--- src/design/apa_pkg.sv ---
// Shared constants and types for the average precision accumulator.
package apa_pkg;

  localparam int CNT_W     = 13;   // rank and relevant counters
  localparam int SUM_W     = 44;   // Q12.32 precision sum
  localparam int GRADE_W   = 8;
  localparam int TOTAL_W   = 16;
  localparam int AP_W      = 17;   // Q0.16 with room for 1.0
  localparam int REM_W     = 16;   // divider remainder / divisor
  localparam int QUO_W     = 33;   // divider quotient / numerator
  localparam int STEP_W    = 6;
  localparam int DIV_STEPS = 33;

  localparam logic [CNT_W-1:0]  MAX_RANKED = CNT_W'(4096);
  localparam logic [AP_W-1:0]   ONE_Q16    = AP_W'(65536);
  localparam logic [SUM_W-1:0]  SUM_MAX    = {SUM_W{1'b1}};
  localparam logic [STEP_W-1:0] LAST_STEP  = STEP_W'(DIV_STEPS - 1);

  // Request to the shared shift-subtract divider.
  typedef struct packed {
    logic             start;
    logic [REM_W-1:0] rem;      // partial remainder preload, below divisor
    logic [QUO_W-1:0] num;      // numerator bits, shifted in MSB first
    logic [REM_W-1:0] divisor;
  } div_req_t;

endpackage

--- src/design/apa_div.sv ---
// Radix-2 restoring divider, one quotient bit per cycle.
module apa_div (
  input  logic              clk,
  input  logic              rst_n,
  input  apa_pkg::div_req_t req,
  output logic              done,
  output logic [32:0]       quotient
);
  import apa_pkg::*;

  logic [REM_W-1:0]  rem_r, rem_nxt;
  logic [QUO_W-1:0]  num_r, num_nxt;
  logic [REM_W-1:0]  div_r;
  logic [STEP_W-1:0] cnt_r;
  logic              busy_r;
  logic              done_r;
  logic [REM_W:0]    trial;
  logic [REM_W:0]    diff;
  logic              ge;

  // trial remainder: shift in next numerator bit
  assign trial = {rem_r, num_r[QUO_W-1]};
  assign ge    = trial >= {1'b0, div_r};
  assign diff  = trial - {1'b0, div_r};

  always_comb begin
    rem_nxt = ge ? diff[REM_W-1:0] : trial[REM_W-1:0];
    num_nxt = {num_r[QUO_W-2:0], ge};
  end

  always_ff @(posedge clk) begin
    if (!rst_n) begin
      busy_r <= 1'b0;
      done_r <= 1'b0;
      cnt_r  <= '0;
    end else begin
      done_r <= 1'b0;
      if (req.start) begin
        busy_r <= 1'b1;
        cnt_r  <= LAST_STEP;
      end else if (busy_r) begin
        cnt_r <= cnt_r - STEP_W'(1);
        if (cnt_r == '0) begin
          busy_r <= 1'b0;
          done_r <= 1'b1;
        end
      end
    end
  end

  always_ff @(posedge clk) begin
    if (req.start) begin
      rem_r <= req.rem;
      num_r <= req.num;
      div_r <= req.divisor;
    end else if (busy_r) begin
      rem_r <= rem_nxt;
      num_r <= num_nxt;
    end
  end

  assign done     = done_r;
  assign quotient = num_r;

endmodule

--- src/design/average_precision_accumulator.sv ---
// Top level of the average precision accumulator.
//
// Input stream: one transaction per retrieved document, in rank order.
//   in_tdata carries the signed relevance grade and the topic's total
//   relevant count; in_tlast marks the last document of a ranking.
// Output stream: one transaction per ranking, sent after the last document.
//   out_tdata is average precision in Q0.16 (65536 = 1.0); out_tuser holds
//   the defined and saturated flags.
// Config: cfg_wr_en / cfg_wr_data write the signed relevance threshold
//   (reset value 1); write only while the block is idle.
// Sequence: a non-relevant document is taken while idle and the block stays
//   idle; a relevant one runs the serial divider for the precision at its
//   rank and then adds it to the sum. The last document then picks the
//   result path, divides the sum by the total relevant count and loads the
//   output register; an undefined or clamped result skips the division.
//   in_tready is low meanwhile.
// Reset (synchronous, active low) clears the counters, the sum, the output
//   valid and restores the threshold. When the receiver stalls, the result
//   is held in the output register; the next ranking's documents are still
//   accepted, but its result waits until that one is taken, with in_tready low.
module average_precision_accumulator (
  input  logic        clk,
  input  logic        rst_n,
  // config
  input  logic        cfg_wr_en,
  input  logic [7:0]  cfg_wr_data,     // relevance_threshold
  // document stream
  input  logic        in_tvalid,
  output logic        in_tready,
  input  logic [23:0] in_tdata,        // [7:0] relevance_grade, [23:8] total_relevant
  input  logic        in_tlast,        // last_in_ranking
  // result stream
  output logic        out_tvalid,
  input  logic        out_tready,
  output logic [23:0] out_tdata,       // [16:0] average_precision, [23:17] zero
  output logic [1:0]  out_tuser        // [0] result_defined, [1] saturated
);
  import apa_pkg::*;

  localparam logic [2:0] ST_IDLE = 3'd0;  // wait for a document
  localparam logic [2:0] ST_DIV  = 3'd1;  // precision at this rank
  localparam logic [2:0] ST_FIN  = 3'd2;  // end of ranking, pick result path
  localparam logic [2:0] ST_FDIV = 3'd3;  // sum / total
  localparam logic [2:0] ST_OUT  = 3'd4;  // hand result to output register

  logic [2:0]         state_r, state_nxt;
  logic [GRADE_W-1:0] thr_r;
  logic [CNT_W-1:0]   rank_r, found_r;
  logic [SUM_W-1:0]   sum_r;
  logic               last_r;
  logic [TOTAL_W-1:0] total_r;
  logic [AP_W-1:0]    res_ap_r;
  logic               res_def_r, res_sat_r;
  logic               out_tvalid_r;
  logic [AP_W-1:0]    out_ap_r;
  logic               out_def_r, out_sat_r;

  logic [GRADE_W-1:0] grade;
  logic               accept, take, relevant;
  logic [CNT_W-1:0]   rank_inc, found_inc;
  div_req_t           div_req;
  logic               div_done;
  logic [QUO_W-1:0]   quotient;
  logic [SUM_W:0]     sum_add;
  logic [SUM_W-1:0]   sum_sat;
  logic               total_short;
  logic               out_load;

  assign grade     = in_tdata[GRADE_W-1:0];
  assign in_tready = (state_r == ST_IDLE);
  assign accept    = in_tvalid && in_tready;
  // documents past the ranking limit are neither counted nor scored
  assign take      = rank_r < MAX_RANKED;
  assign relevant  = $signed(grade) >= $signed(thr_r);
  assign rank_inc  = rank_r + CNT_W'(1);
  assign found_inc = found_r + CNT_W'(1);

  assign sum_add     = {1'b0, sum_r} + {{(SUM_W + 1 - QUO_W){1'b0}}, quotient};
  assign sum_sat     = sum_add[SUM_W] ? SUM_MAX : sum_add[SUM_W-1:0];
  assign total_short = {{(TOTAL_W - CNT_W){1'b0}}, found_r} > total_r;
  assign out_load    = (state_r == ST_OUT) && (!out_tvalid_r || out_tready);

  apa_div u_div (
    .clk      (clk),
    .rst_n    (rst_n),
    .req      (div_req),
    .done     (div_done),
    .quotient (quotient)
  );

  // Sequencer and divider requests
  always_comb begin
    state_nxt       = state_r;
    div_req.start   = 1'b0;
    div_req.rem     = '0;
    div_req.num     = '0;
    div_req.divisor = '0;
    unique case (state_r)
      ST_IDLE: begin
        // found << 32 / rank: preload found >> 1, stream its LSB then 32 zeros
        div_req.rem     = {{(REM_W - CNT_W + 1){1'b0}}, found_inc[CNT_W-1:1]};
        div_req.num     = {found_inc[0], {(QUO_W - 1){1'b0}}};
        div_req.divisor = {{(REM_W - CNT_W){1'b0}}, rank_inc};
        if (accept) begin
          if (take && relevant) begin
            div_req.start = 1'b1;
            state_nxt     = ST_DIV;
          end else if (in_tlast) begin
            state_nxt = ST_FIN;
          end
        end
      end
      ST_DIV: begin
        if (div_done) state_nxt = last_r ? ST_FIN : ST_IDLE;
      end
      ST_FIN: begin
        // sum / (total << 16) == (sum >> 16) / total
        div_req.rem     = '0;
        div_req.num     = {{(QUO_W - SUM_W + 16){1'b0}}, sum_r[SUM_W-1:16]};
        div_req.divisor = total_r;
        if (found_r == '0 || total_short) begin
          state_nxt = ST_OUT;
        end else begin
          div_req.start = 1'b1;
          state_nxt     = ST_FDIV;
        end
      end
      ST_FDIV: begin
        if (div_done) state_nxt = ST_OUT;
      end
      ST_OUT: begin
        if (out_load) state_nxt = ST_IDLE;
      end
      default: state_nxt = ST_IDLE;
    endcase
  end

  always_ff @(posedge clk) begin
    if (!rst_n) begin
      state_r      <= ST_IDLE;
      thr_r        <= GRADE_W'(1);
      rank_r       <= '0;
      found_r      <= '0;
      sum_r        <= '0;
      out_tvalid_r <= 1'b0;
    end else begin
      state_r <= state_nxt;
      if (cfg_wr_en) thr_r <= cfg_wr_data;

      if (accept && take) begin
        rank_r <= rank_inc;
        if (relevant) found_r <= found_inc;
      end
      if (state_r == ST_DIV && div_done) sum_r <= sum_sat;

      if (out_load) begin
        out_tvalid_r <= 1'b1;
        // next topic starts clean
        rank_r  <= '0;
        found_r <= '0;
        sum_r   <= '0;
      end else if (out_tready) begin
        out_tvalid_r <= 1'b0;
      end
    end
  end

  // Payload registers
  always_ff @(posedge clk) begin
    if (accept) begin
      last_r  <= in_tlast;
      total_r <= in_tdata[GRADE_W +: TOTAL_W];
    end
    if (state_r == ST_FIN) begin
      if (found_r == '0) begin
        res_ap_r  <= '0;
        res_def_r <= 1'b0;
        res_sat_r <= 1'b0;
      end else begin
        // total below found: clamp to 1.0 and flag
        res_ap_r  <= ONE_Q16;
        res_def_r <= 1'b1;
        res_sat_r <= 1'b1;
      end
    end
    if (state_r == ST_FDIV && div_done) begin
      res_ap_r  <= (quotient > {{(QUO_W - AP_W){1'b0}}, ONE_Q16}) ?
                   ONE_Q16 : quotient[AP_W-1:0];
      res_def_r <= 1'b1;
      res_sat_r <= 1'b0;
    end
    if (out_load) begin
      out_ap_r  <= res_ap_r;
      out_def_r <= res_def_r;
      out_sat_r <= res_sat_r;
    end
  end

  assign out_tvalid = out_tvalid_r;
  assign out_tdata  = {{(24 - AP_W){1'b0}}, out_ap_r};
  assign out_tuser  = {out_sat_r, out_def_r};

endmodule

--- config.mk ---
export PLATFORM = sky130hd
export DESIGN_NAME = average_precision_accumulator
export DESIGN_NICKNAME = d
export VERILOG_FILES = /design/src/design/apa_pkg.sv /design/src/design/apa_div.sv /design/src/design/average_precision_accumulator.sv
export SDC_FILE = /design/constraint.sdc
export NUM_CORES = 1
export LEC_CHECK = 0
export BUFFER_PORTS_ARGS = -buffer_cell sky130_fd_sc_hd__buf_2
export CORE_MARGIN = 1
export CORE_UTILIZATION = 23
export CTS_BUF_LIST = sky130_fd_sc_hd__clkbuf_8
export CTS_CLUSTER_SIZE = 10
export DETAILED_ROUTE_END_ITERATION = 6
export GPL_ROUTABILITY_DRIVEN = 0
export PLACE_DENSITY = 0.45
export SLEW_MARGIN = 20
export SYNTH_ARGS = -nofsm -noshare
export SYNTH_HDL_FRONTEND = slang
export SYNTH_SLANG_ARGS = --single-unit
--- constraint.sdc ---
create_clock -name clk -period 3.4 [get_ports clk]
set_clock_uncertainty 0.2 [all_clocks]
set_input_delay 0.51 -clock clk [delete_from_list [all_inputs] [get_ports clk]]
set_output_delay 0.51 -clock clk [all_outputs]
set_load 0.02 [all_outputs]
==> metrics.yaml <==
global_routing:
  grt.busiest_layer: "met2"
  met3_usage_pct: 2.79
  grt_use_met2_pct: 19.2
  grt_max_degree: 56
  grt.met1_usage_pct: 16.6
  grt_pass1_vias: 9052
  grt_first_pass_wirelength_um: 49800
  track_usage_pct: 12.3
  grt-ovfl-total: 0
  antenna_found_initial: 0
clocking:
  cts_root_buf: "clkbuf_8"
  cts.clk_slew.worst_paths_ps: 60
  cts_max_level: 2
  cts_sinks: 210
  cts_tree: "built"
  cts_buffers: 41
  clock_latency_ps: 580
  clock_path_buffers: 3
pwr:
  power.switching_mw: 2.96
  seqPwrFrac_pct: 39.7
  p_int_mw: 5.69
  pwr-share-clk_pct: 27.3
  power_frac_comb_pct: 33.0
  power.density_nw_per_um2: 602
  power_mw: 8.65
  ir_drop_v: 0.000230
  swShare_pct: 34.3
  power_leakage_nw: 5.66
critical_path:
  r2r_start: "u_div.quotient[0]"
  crit_buf_inv: 1
  endpoint_kind: "flip-flop"
  worstSetupStartpointType: "flip-flop"
  cp.required_ps: 3660
  path_class: "reg2reg"
  critPathMaxFanout: 6
  crit_family: "compound AO/OA/AOI/OAI gates"
  crit_start: "u_div.quotient[0]"
  cp_slowest_cell: "or4_4"
  slowest_delay_ps: 510
  worstPathArrival_ps: 3630
  crit_path_cell_trace: "ha_4, fa_2, a211oi_4, o21ai_2, a41oi_2, nor3_2, or4_4, a31oi_4, or2_4, o21a_4, clkbuf_16, a21oi_1"
  r2r_slack_ps: 30
place:
  place_inst: 1957
  dp_hpwl_um: 22700
  port-buffer-count: 58
  place_area_um2: 13200
  place_ws_ps: -216
timing:
  rsz0062_at_grt: "yes"
  fmax_ghz: 0.297
  min_period_ps: 3370
  final.setup.worst_slack_ps: 27.9
  hold_violations: 0
  finalMaxSlewViolations: 0
  setup_viol: 0
  slew_headroom_pct: 45.2
  worstMarginPinSlew_ps: 821
  fin_hold_ws_ps: 53.7
  fin_crit_sh_pct: 99.2
  tns_ps: 0
finish:
  area_growth_pct: 23.1
  num_antenna_cells: 0
  final_common_cell: "nand2_1"
  stdcell_area_um2: 14400
  final.fill_count: 5322
  fin_cells: 2065
  drive_gt1_share_pct: 17.4
  fin_util_pct: 28.7
  fin_nets: 1477
  final_cell_mix: "nand2_1 (132), edfxtp_1 (118), dfxtp_1 (92), o21ai_0 (90), a21oi_1 (81)"
drt:
  drc: 0
  detail_route.iter0.violations: 457
  first_pass_iters: 4
  routed_wl_um: 31300
  viasPerCell: 4.46
  detail-route-antenna-nets: 0
  dr_total_vias: 9219
  wl_per_cell_um: 15.2
synth:
  netlist_area_um2: 11700
  synth_warnings: 0
  syn_inst: 1205
  yosysSeqAreaShare_pct: 46.1
  ys_seq_elements: 210
  yosys-mux-area-fraction_pct: 1.98
  synth_compound_area_share_pct: 16.8
  synth-edff-count: 118
  yosysUniqueCellTypes: 74
  synthXorXnorAreaFrac_pct: 6.82
  synthTopCellsByArea: "edfxtp_1 (30%), dfxtp_1 (16%), ha_1 (8.0%)"
  avgSynthCellArea_um2: 9.70
  synth_top_family_by_area: "compound AO/OA/AOI/OAI gates"
  async_reset_ff_share_pct: 0
  synthAdderAreaFrac_pct: 8.37
  synthFlopType: "edfxtp_1"
  synth_top_area_share_pct: 30.3
  synth_simple_gate_area_share_pct: 15.8
  synth_top_area_cell: "edfxtp_1"
die:
  fp-row-count: 82
  chipWidth_um: 227
  core-area_um2: 50200
  start_util_pct: 23.3
  ios: 66
  dieArea_um2: 51700
  fp.dieH_um: 227
status:
  outcome: "finished clean"
flow_run:
  drv_cap: 0
hold_path:
  hold_class: "in2reg"
  hold_start: "rst_n"
[routing by layer]
layer | wire length, µm | vias to the layer above
met5 | 0 | -
met4 | 660 | 0
met3 | 1570 | 46
met2 | 13900 | 177
met1 | 15200 | 4319
li1 | - | 4677
[cell usage after synthesis (18+ instances only)]
library cell,n
a21o_1,22
o21ai_0,91
nand4_1,20
mux2i_1,22
clkbuf_1,41
ha_1,75
xor2_1,48
o22ai_1,22
and2_1,22
and3_1,21
a21oi_1,81
nand3_1,22
nor2_1,75
nor3_1,18
xnor2_1,43
inv_1,55
edfxtp_1,118
dfxtp_1,92
nand2_1,133
[sequential cells by signal, summed over array words and instances (netlist names), 3 cells and up]
name            count
out_ap_r           17
rank_r             13
u_div.rem_r        16
found_r            13
state_r             3
total_r            16
thr_r               8
u_div.div_r        16
sum_r              44
res_ap_r           17
u_div.quotient     33
u_div.cnt_r         6
[final timing paths]
kind | cells after the start | to
max | 12 | sum_r[31]
min | 2 | thr_r[0]
max reg2reg | 12 | sum_r[31]
min reg2reg | 0 | out_ap_r[4]
[cells by family (layout without fill, tap and decap cells)]
family,after synthesis,after routing
and+or+nand+nor,379,379
AOI/OAI and AO/OA,312,312
DFF,210,210
buffers and inverters,112,294
xor gates and xnor gates,91,91
adders and majority gates,77,77
muxes,23,23
other,1,7
[power by group through the flow]
stage               Clock (mW)  Sequential, mW  Combinational [mW]
floorplan                    0            3.42                1.96
global placement             0            3.49                2.81
detailed placement           0            3.49                2.81
CTS                       2.47            3.44                2.86
global route              2.56            3.48                3.22
finish                    2.37            3.43                2.85
[cell type report]
| type | instances | area (µm²) | area share [%] |
|---|---|---|---|
| Clock buffer | 45 | 619 | 4.31 |
| Clock inverter | 29 | 129 | 0.896 |
| Inverter | 56 | 210 | 1.46 |
| Multi-Input combinational cell | 889 | 5940 | 41.3 |
| Sequential cell | 210 | 5390 | 37.4 |
| Tap cell | 672 | 841 | 5.85 |
| Timing Repair Buffer | 164 | 1260 | 8.78 |
[timing repair]
item,in CTS,in global routing
pin swaps,4,10
hold buffers,26,0
cloned,1,2
buffers inserted,3,2
resized for setup,7,12
endpoints found under the hold margin,27,0
endpoints found under the setup margin,44,55
No activity file was read; power rests on OpenSTA's default activity.
